File: src/sv/two_level_page_table_manager_unit_macros.svh
// ----------------------------------------------------------------------------
// Assertion macros for the two-level page table manager
// Shorthand for the clocked, reset-qualified checks used in the RTL.
// ----------------------------------------------------------------------------
`ifndef TWO_LEVEL_PAGE_TABLE_MANAGER_UNIT_MACROS_SVH
`define TWO_LEVEL_PAGE_TABLE_MANAGER_UNIT_MACROS_SVH

// Consequent must hold in the same cycle as the antecedent.
`define PTM_ASSERT_IMPLY(lbl, clk, rst, ante, cons, msg) \
   lbl: assert property (@(posedge clk) disable iff (rst) (ante) |-> (cons)) \
      else $error(msg);

// Consequent must hold in the cycle after the antecedent.
`define PTM_ASSERT_NEXT(lbl, clk, rst, ante, cons, msg) \
   lbl: assert property (@(posedge clk) disable iff (rst) (ante) |=> (cons)) \
      else $error(msg);

`endif

File: src/sv/ptm_pkg.sv
`timescale 1ns / 1ps
`default_nettype none
// ----------------------------------------------------------------------------
// ptm_pkg
// Shared sizes, codes and beat types of the two-level page table manager.
// ----------------------------------------------------------------------------
package ptm_pkg;

   // Table pool geometry.
   localparam int TABLE_SLOTS       = 4;
   localparam int ENTRIES_PER_TABLE = 1024;
   localparam int DIR_ENTRIES       = 1024;
   localparam int IDX_W             = $clog2(ENTRIES_PER_TABLE);
   localparam int SLOT_W            = (TABLE_SLOTS > 1) ? $clog2(TABLE_SLOTS) : 1;
   localparam int NSLOT_W           = $clog2(TABLE_SLOTS + 1);
   localparam int POOL_DEPTH        = TABLE_SLOTS * ENTRIES_PER_TABLE;
   localparam int POOL_AW           = $clog2(POOL_DEPTH);
   localparam int DIR_AW            = $clog2(DIR_ENTRIES);

   // Entry layout.
   localparam int ENTRY_W    = 32;
   localparam int FRAME_W    = 20;
   localparam int PAGE_SHIFT = 12;
   localparam int DIR_SHIFT  = 22;
   localparam int BIT_PRESENT = 0;
   localparam int BIT_WRITE   = 1;
   localparam int BIT_USER    = 2;
   // A directory word carries the slot number above the architectural entry.
   localparam int DIR_W = ENTRY_W + SLOT_W;

   // Configuration port.
   localparam int CSR_AW = 3;
   localparam int CSR_DW = 32;
   localparam logic [CSR_AW-3:0] REG_TABLE_POOL_FRAME = 1'b0;
   localparam logic [FRAME_W-1:0] FRAME_RESET = 20'd256;

   typedef enum logic [1:0] {
      OP_MAP    = 2'd0,
      OP_UNMAP  = 2'd1,
      OP_LOOKUP = 2'd2
   } op_type;

   typedef enum logic [1:0] {
      STAT_DONE    = 2'd0,
      STAT_ABSENT  = 2'd1,
      STAT_NO_SLOT = 2'd2
   } status_type;

   typedef enum logic [2:0] {
      S_CLEAR,
      S_IDLE,
      S_DIR,
      S_POOL,
      S_RESP
   } state_type;

   typedef struct packed {
      logic [1:0]  op;
      logic [31:0] virt_addr;
      logic [31:0] phys_addr;
      logic [11:0] page_flags;
   } req_payload_type;

   typedef struct packed {
      logic [31:0] phys_result;
      logic [1:0]  status;
      logic        tlb_invalidate;
      logic [31:0] invalidate_addr;
   } rsp_payload_type;

   // Pool address of one entry of one table slot.
   function automatic logic [POOL_AW-1:0] pool_addr(input logic [SLOT_W-1:0] slot,
                                                    input logic [IDX_W-1:0]  idx);
      logic [SLOT_W+IDX_W-1:0] full;
      full = {slot, idx};
      return full[POOL_AW-1:0];
   endfunction

endpackage
`default_nettype wire

File: src/sv/ptm_csr.sv
`timescale 1ns / 1ps
`default_nettype none
// ----------------------------------------------------------------------------
// ptm_csr
// Configuration register file: holds the frame number of the first table slot.
// ----------------------------------------------------------------------------
module ptm_csr (
   input  wire logic                          clock,
   input  wire logic                          reset,
   input  wire logic                          csr_psel,
   input  wire logic                          csr_penable,
   input  wire logic                          csr_pwrite,
   input  wire logic [ptm_pkg::CSR_AW-1:0]    csr_paddr,
   input  wire logic [ptm_pkg::CSR_DW-1:0]    csr_pwdata,
   output logic      [ptm_pkg::CSR_DW-1:0]    csr_prdata,
   output logic                               csr_pready,
   output logic      [ptm_pkg::FRAME_W-1:0]   table_pool_frame
);
   import ptm_pkg::*;

   logic [FRAME_W-1:0]  frame_ff;
   logic [FRAME_W-1:0]  frame_in;
   logic [CSR_AW-3:0]   reg_idx;
   logic                wr_hit;

   assign reg_idx    = csr_paddr[CSR_AW-1:2];
   assign csr_pready = 1'b1;
   assign wr_hit     = csr_psel && csr_penable && csr_pwrite && csr_pready &&
                       (reg_idx == REG_TABLE_POOL_FRAME);

   // Next value of the frame register.
   always_comb begin
      frame_in = frame_ff;
      if (wr_hit) begin
         frame_in = csr_pwdata[FRAME_W-1:0];
      end
   end

   always_ff @(posedge clock) begin
      if (reset) begin
         frame_ff <= FRAME_RESET;
      end else begin
         frame_ff <= frame_in;
      end
   end

   // Read data; addresses past the register file read as zero.
   always_comb begin
      csr_prdata = '0;
      if (reg_idx == REG_TABLE_POOL_FRAME) begin
         csr_prdata = CSR_DW'(frame_ff);
      end
   end

   assign table_pool_frame = frame_ff;

endmodule
`default_nettype wire
File: config.mk
export PLATFORM = sky130hd
export DESIGN_NAME = ptm_csr
export DESIGN_NICKNAME = d
export VERILOG_FILES = /design/src/sv/two_level_page_table_manager_unit_macros.svh /design/src/sv/ptm_pkg.sv /design/src/sv/ptm_csr.sv
export SDC_FILE = /design/constraint.sdc
export NUM_CORES = 1
export LEC_CHECK = 0
export ABC_AREA = 1
export BUFFER_PORTS_ARGS = -buffer_cell sky130_fd_sc_hd__clkbuf_2
export CORE_MARGIN = 2
export CORE_UTILIZATION = 41
export CTS_CLUSTER_DIAMETER = 150
export DETAILED_ROUTE_END_ITERATION = 7
export PLACE_DENSITY = 0.83
export SLEW_MARGIN = 20
export SYNTH_ARGS = -nofsm -noshare
export SYNTH_HDL_FRONTEND = slang
export SYNTH_SLANG_ARGS = --single-unit
export TNS_END_PERCENT = 30
File: constraint.sdc
create_clock -name clock -period 2 [get_ports clock]
set_input_delay 0.1 -clock clock [delete_from_list [all_inputs] [get_ports clock]]
set_output_delay 0.1 -clock clock [all_outputs]
set_load 0.02 [all_outputs]
==> reports/qor.txt, run 1 <==
Outcome - finished, final reports clean
Pins Over Slew Limit - 0
Kind of critical path - reg2out
RSZ-0062 raised after global routing - false
Share of the synthesized area in the top cell type - 0.351
Worst-margin pin slew - 780 ps
Number of synthesized register bits - 20
Mapped Area - 1140 um2
Filler instances - 301
Total negative slack - 0 ps
Critical path arrival - 980 ps
Power Total - 0.000828 W
Leak - 0.848 nW
Longest Clk Path Bufs - 2
Setup ws final - 917 ps
Synth area leader - dfxtp_1
Clock Pin Slew Worst Setup and Hold Paths - 110 ps
Area grow syn2layout - 26.3%
Boundary Pins - 93
Die area - 3220 um2
PostCTS Resize Cnt - 0
Yosys warns - 0
Hold WC Path Type - in2reg
Commonest non-fill, non-tap cell in the layout - clkbuf_2
MaxCap Viol Count - 0
Row count - 19
CTS Sinks - 20
Worst vdd ir - 0.358 mV
Core Area - 2710 um2
Inst Count DP - 276
Max FFs per register - 20
CTS Buf Count - 3
Crit path launch type - register
Clock root buffer - clkbuf_4
Total gr overflow - 0
Final period util - 0.542
Diode count - 0
Tmin final - 1080 ps
Later-pin clock latency in the skew report - 290 ps
Cells after synthesis - 189
Unique masters post-synth - 14
Via count - 1137
WL/cell - 8.40 um
Drt pass-1 iters - 4
Die X - 56.8 um
Proportion of layout cells with a drive suffix above 1 - 0.297
Final std cells w/o fill - 280
Final-report hold violation count - 0
Dpl hpwl - 1800 um
Setup Fix Bufs, Post-CTS - 0
PD cells - 575 nW/um2
Gr usage total - 0.144
DRT antenna net count - 0
Most frequent cells in the layout - clkbuf_2 (65), nor2_1 (58), inv_1 (41)
Sequential cell area fraction in the yosys report - 0.351
Die Y - 56.8 um
Drt first-iter violations - 16
DRC Markers - 0
RePlAce Congestion - 0.709
Area contributors post-synth - dfxtp_1 (35%), nor2_1 (19%), inv_1 (13%), buf_4 (11%), nand3_1 (8.8%)
Critical Path RT - 1900 ps
Synth Area per Inst - 6.04 um2
Worst slack at placement - 693 ps
Initial core utilization - 0.421
CTS tree - done
CTS hold repair buffers - 0
Depth of the most critical reg-to-reg path - 2
Hold Path Stages - 3
H-tree depth - 1
Number of vias per cell - 4.06
First-pass GRT wire length - 3660 um
Final setup fails - 0
Antenna violations before repair - 0
Number of global-route vias before repair - 835
Achievable frequency - 923 MHz
Setup crit end kind - output pin
Final wirelength - 2350 um
Post-layout nets - 290
Max FO, Critical Path - 3
Worst Skew - 0 ps
Port buffer count - 65
Slew HR - 0.480
Largest net degree at the start of global routing - 21
[power by group]
part / switching [W] / internal (W) / leakage [nW]
clock network: 0.000122 / 0.000111 / 0.0210
logic: 0.000117 / 0.0000562 / 0.664
registers: 0.00000994 / 0.000412 / 0.163
[per-stage QoR]
step	instance area (um2)	util	hold slack, ps
after global routing	1440	0.532	27.0
after detailed placement	1410	0.518	320
after global placement	1410	0.518	315
after floorplan	1180	-	226
after CTS	1440	0.532	1.47
final	1440	0.532	10.6
[cells in the mapped netlist]
master	n
nor2_1	58
nand2_1	22
dfxtp_1	20
buf_6	1
inv_1	41
buf_4	16
nor2_2	1
nor2_4	1
inv_2	2
buf_2	2
nand3_1	20
clkbuf_1	2
conb_1	2
o21ai_0	1
[routing by layer]
metal / wire length [um] / vias up / global-route usage
met3: 140 / 2 / 0.0184
met4: 30 / 0 / 0.0698
met5: 0 / - / 0
met2: 1240 / 34 / 0.261
li1: - / 630 / -
met1: 939 / 471 / 0.165
[cells by family after synthesis]
group	after synthesis	share of synthesized area
AND/OR/NAND/NOR	102	0.366
buffers and inverters	64	0.272
flip-flops	20	0.351
other	2	0.00658
AO/OA/AOI/OAI	1	0.00438
[final timing paths]
kind | from | end | slack [ps]
max | table_pool_frame[2]$_SDFFE_PP0P_ | csr_prdata[2] | 920
min | csr_pwdata[8] | table_pool_frame[8]$_SDFFE_PP1P_ | 10
max reg2reg | table_pool_frame[16]$_SDFFE_PP0P_ | table_pool_frame[16]$_SDFFE_PP0P_ | 1370
min reg2reg | table_pool_frame[17]$_SDFFE_PP0P_ | table_pool_frame[17]$_SDFFE_PP0P_ | 500
[worst max-delay path, cell delays in order (launching register included)]
cell and delay [ps]:
dfxtp_1 370, inv_1 50, nor2_1 90, clkbuf_2 180
[cell type report]
cell class              instances  area [um2]  area share
multi-input cells             116         472       0.327
flip-flops and latches         20         400       0.278
repair buffers                 66         333       0.231
inverters                      43         161       0.112
well taps                      31        38.8      0.0269
clock buffers                   4        36.3      0.0252
No activity file was read; power rests on OpenSTA's default activity.
==> inputs of run 2 (changes only) <==
--- a/config.mk
+++ b/config.mk
@@ -5,13 +5,13 @@
 export SDC_FILE = /design/constraint.sdc
 export NUM_CORES = 1
 export LEC_CHECK = 0
-export ABC_AREA = 1
+export ABC_AREA = 0
 export BUFFER_PORTS_ARGS = -buffer_cell sky130_fd_sc_hd__clkbuf_2
 export CORE_MARGIN = 2
-export CORE_UTILIZATION = 41
+export CORE_UTILIZATION = 39
 export CTS_CLUSTER_DIAMETER = 150
 export DETAILED_ROUTE_END_ITERATION = 7
-export PLACE_DENSITY = 0.83
+export PLACE_DENSITY = 0.79
 export SLEW_MARGIN = 20
 export SYNTH_ARGS = -nofsm -noshare
 export SYNTH_HDL_FRONTEND = slang
==> constraint.sdc (replaced) <==
create_clock -name clock -period 1.1 [get_ports clock]
set_input_delay 0.055 -clock clock [delete_from_list [all_inputs] [get_ports clock]]
set_output_delay 0.055 -clock clock [all_outputs]
set_load 0.02 [all_outputs]
==> run 2 against run 1 <==
Non-clock buffer count up 19. Sequential share of layout area down 3.1 points. Global-route usage rose by 0.91 points. Critical endpoint is now csr_prdata[1]. Largest cell class unchanged.
==> reports/qor.txt, run 2 <==
Clock Pin Slew Worst Setup and Hold Paths - 110 ps (about the same)
Worst Skew - 0 ps (unchanged)
Switching Fraction - 0.262 (-0.0384)
Most frequent cells in the layout - clkbuf_2 (56), nand2b_1 (38), mux2i_1 (20)
H-tree depth - 1 (unchanged)
RSZ-0062 raised after global routing - true
Boundary Pins - 93 (unchanged)
Part of the power in registers - 0.510 (about the same)
Via count - 1003 (-12%)
Tmin final - 1030 ps
Post-synth EDFFs - 0 (unchanged)
Cells after synthesis - 125 (-34%)
RR Endpoint - table_pool_frame[8]$_SDFFE_PP1P_
Final Core Density - 0.595 (+0.0633)
Total gr overflow - 0 (unchanged)
Sw power - 0.000386 W (+55%)
DRC Markers - 0 (unchanged)
Met3 usage - 0.0286 (+0.0101)
Filler instances - 244 (-19%)
Crit-path slowest cell - dfxtp_1
Combinational power share - 0.206 (-0.003)
Global route hottest layer - met2
CP top delay family - flip-flops
Crit path launch type - register
Hold path start - csr_pwdata[13]
Achievable frequency - 971 MHz
Area grow syn2layout - 42.7%
Setup crit end kind - output pin
CP Cell Sequence - nor2b_1 > clkbuf_2
Reg-to-reg startpoint - table_pool_frame[8]$_SDFFE_PP1P_
Drt pass-1 iters - 3 (-1)
Mapped Area - 1160 um2 (+1.6%)
Clk pwr share - 0.284 (+0.003)
Unique masters post-synth - 11 (-3)
MaxCap Viol Count - 0 (unchanged)
Number of global-route vias before repair - 924 (+11%)
Count leader, synth - nand2b_1
Final-report hold violation count - 0 (unchanged)
Hold WC Path Type - in2reg
Placed inst area - 1420 um2 (+1.2%)
Depth of the most critical reg-to-reg path - 2 (unchanged)
Final period util - 0.936
Worst vdd ir - 0.611 mV (+71%)
Synth area leader - dfxtp_1
Die area - 3430 um2 (+6.4%)
Critical path arrival - 980 ps (about the same)
Final setup fails - 0 (unchanged)
Longest Clk Path Bufs - 2 (unchanged)
Ys async rst share - 0 (unchanged)
Antenna violations before repair - 0 (unchanged)
Area contributors post-synth - dfxtp_1 (35%), nand2b_1 (20%), mux2i_1 (17%), nor2b_1 (11%), buf_4 (8.4%)
Critical Path RT - 1040 ps (-860 ps)
Dpl hpwl - 1560 um (-13%)
Design Area, Final - 1660 um2 (+15%)
Gr usage total - 0.153 (+0.00907)
Share of the synthesized area in the top cell type - 0.345 (-0.00568)
Final wirelength - 2620 um (+11%)
Initial core utilization - 0.417 (-0.00405)
Slew HR - 0.639 (+0.159)
Port buffer count - 65 (unchanged)
PD cells - 891 nW/um2 (+55%)
RePlAce Congestion - 0.657 (-7.3%)
GRT met1 Usage - 0.177 (+0.0111)
Grt met2 use - 0.278 (+0.0169)
Number of synthesized register bits - 20 (unchanged)
CP max stage delay - 370 ps (about the same)
Synth Area per Inst - 9.28 um2 (+54%)
Max FFs per register - 20 (unchanged)
Die X - 58.5 um (+3.1%)
CTS Buf Count - 3 (unchanged)
Power Total - 0.00147 W (+78%)
First-pass GRT wire length - 4020 um (+9.6%)
WL/cell - 11.2 um (+33%)
Proportion of layout cells with a drive suffix above 1 - 0.384 (+0.0870)
CTS tree - done
DRT antenna net count - 0 (unchanged)
Cell Int Power - 0.00109 W (+88%)
Post-layout nets - 244 (-16%)
Clock root buffer - clkbuf_4
Hold path endpoint - table_pool_frame[13]$_SDFFE_PP0P_
Commonest non-fill, non-tap cell in the layout - clkbuf_2
Diode count - 0 (unchanged)
Synth top cells by count - nand2b_1 (38), dfxtp_1 (20), mux2i_1 (20), nor2b_1 (20), buf_4 (13)
Core Area - 2780 um2 (+2.6%)
Number of vias per cell - 4.29 (+5.6%)
Largest net degree at the start of global routing - 41 (+95%)
Worst-margin pin slew - 542 ps (-238 ps)
Leak - 0.782 nW (-7.8%)
Sequential cell area fraction in the yosys report - 0.345 (-0.00568)
Setup Fix Bufs, Post-CTS - 0 (unchanged)
Later-pin clock latency in the skew report - 300 ps (about the same)
CTS Sinks - 20 (unchanged)
Synth Flop Type - dfxtp_1
Outcome - finished, final reports clean
Max FO, Critical Path - 3 (unchanged)
Drt first-iter violations - 28 (+12)
Row count - 19 (unchanged)
Hold Path Stages - 3 (unchanged)
Yosys warns - 0 (unchanged)
WP buf/inv - 1 (-1)
Die Y - 58.5 um (+3.1%)
R2R setup slack - 440 ps (-930 ps)
Pins Over Slew Limit - 0 (unchanged)
Kind of critical path - reg2out
[run 2: repair_timing]
| action | 4_1_cts | 5_1_grt |
|---|---|---|
| endpoints found under the hold margin | 17 | 1 |
| hold buffers | 17 | 1 |
| gates resized for setup | 0 | 19 |
| endpoints found under the setup margin | 0 | 13 |
[run 2: cells by family after synthesis]
family | after synthesis | share of synthesized area
and+or+nand+nor | 61 | 0.328
buffers and inverters | 22 | 0.148
muxes | 20 | 0.173
DFF | 20 | 0.345
other | 2 | 0.00647
[run 2: power groups by stage]
stage               Sequential, W  Clock [W]  Combinational (W)
global route             0.000754   0.000490           0.000330
global placement         0.000767          0           0.000247
detailed placement       0.000767          0           0.000249
CTS                      0.000751   0.000444           0.000296
finish                   0.000752   0.000419           0.000304
floorplan                0.000786          0           0.000189
[run 2: area by class of cell]
cell class,count,area [um2],area share
Clock buffer,4,36.3,0.0219
Multi-Input combinational cell,94,632,0.382
Sequential cell,20,408,0.246
Tap cell,31,38.8,0.0234
Timing Repair Buffer,85,541,0.327
[run 2: worst max-delay path by stage]
stage	from	to	cells after the start
after global placement	csr_paddr[2]	table_pool_frame[10]$_SDFFE_PP0P_	4
after detailed placement	csr_paddr[2]	table_pool_frame[6]$_SDFFE_PP0P_	4
final	table_pool_frame[1]$_SDFFE_PP0P_	csr_prdata[1]	2
after floorplan	table_pool_frame[0]$_SDFFE_PP0P_	csr_prdata[0]	1
after CTS	table_pool_frame[7]$_SDFFE_PP0P_	csr_prdata[7]	2
after global routing	table_pool_frame[5]$_SDFFE_PP0P_	csr_prdata[5]	2
[run 2: per-layer routing]
layer / vias to the layer above / share of wire
li1: 519 / -
met1: 429 / 0.42
met2: 50 / 0.49
met3: 5 / 0.070
met4: 0 / 0.015
met5: - / 0
[run 2: tightest hold or removal path: stages]
cell and delay, ps:
clkbuf_2 80, nand2b_1 60, mux2i_1 70
[run 2: through the flow]
step           worst slack (ps)  hold WS, ps  TNS, ps  instances
4_1_cts                    44.8        0.632        0        233
5_1_grt                   -6.27         1.40    -6.27        234
2_1_floorplan               239          210        0        136
3_5_place_dp                176          309        0        212
3_3_place_gp                199          304        0        212
6_report                   69.9         6.45        0        234
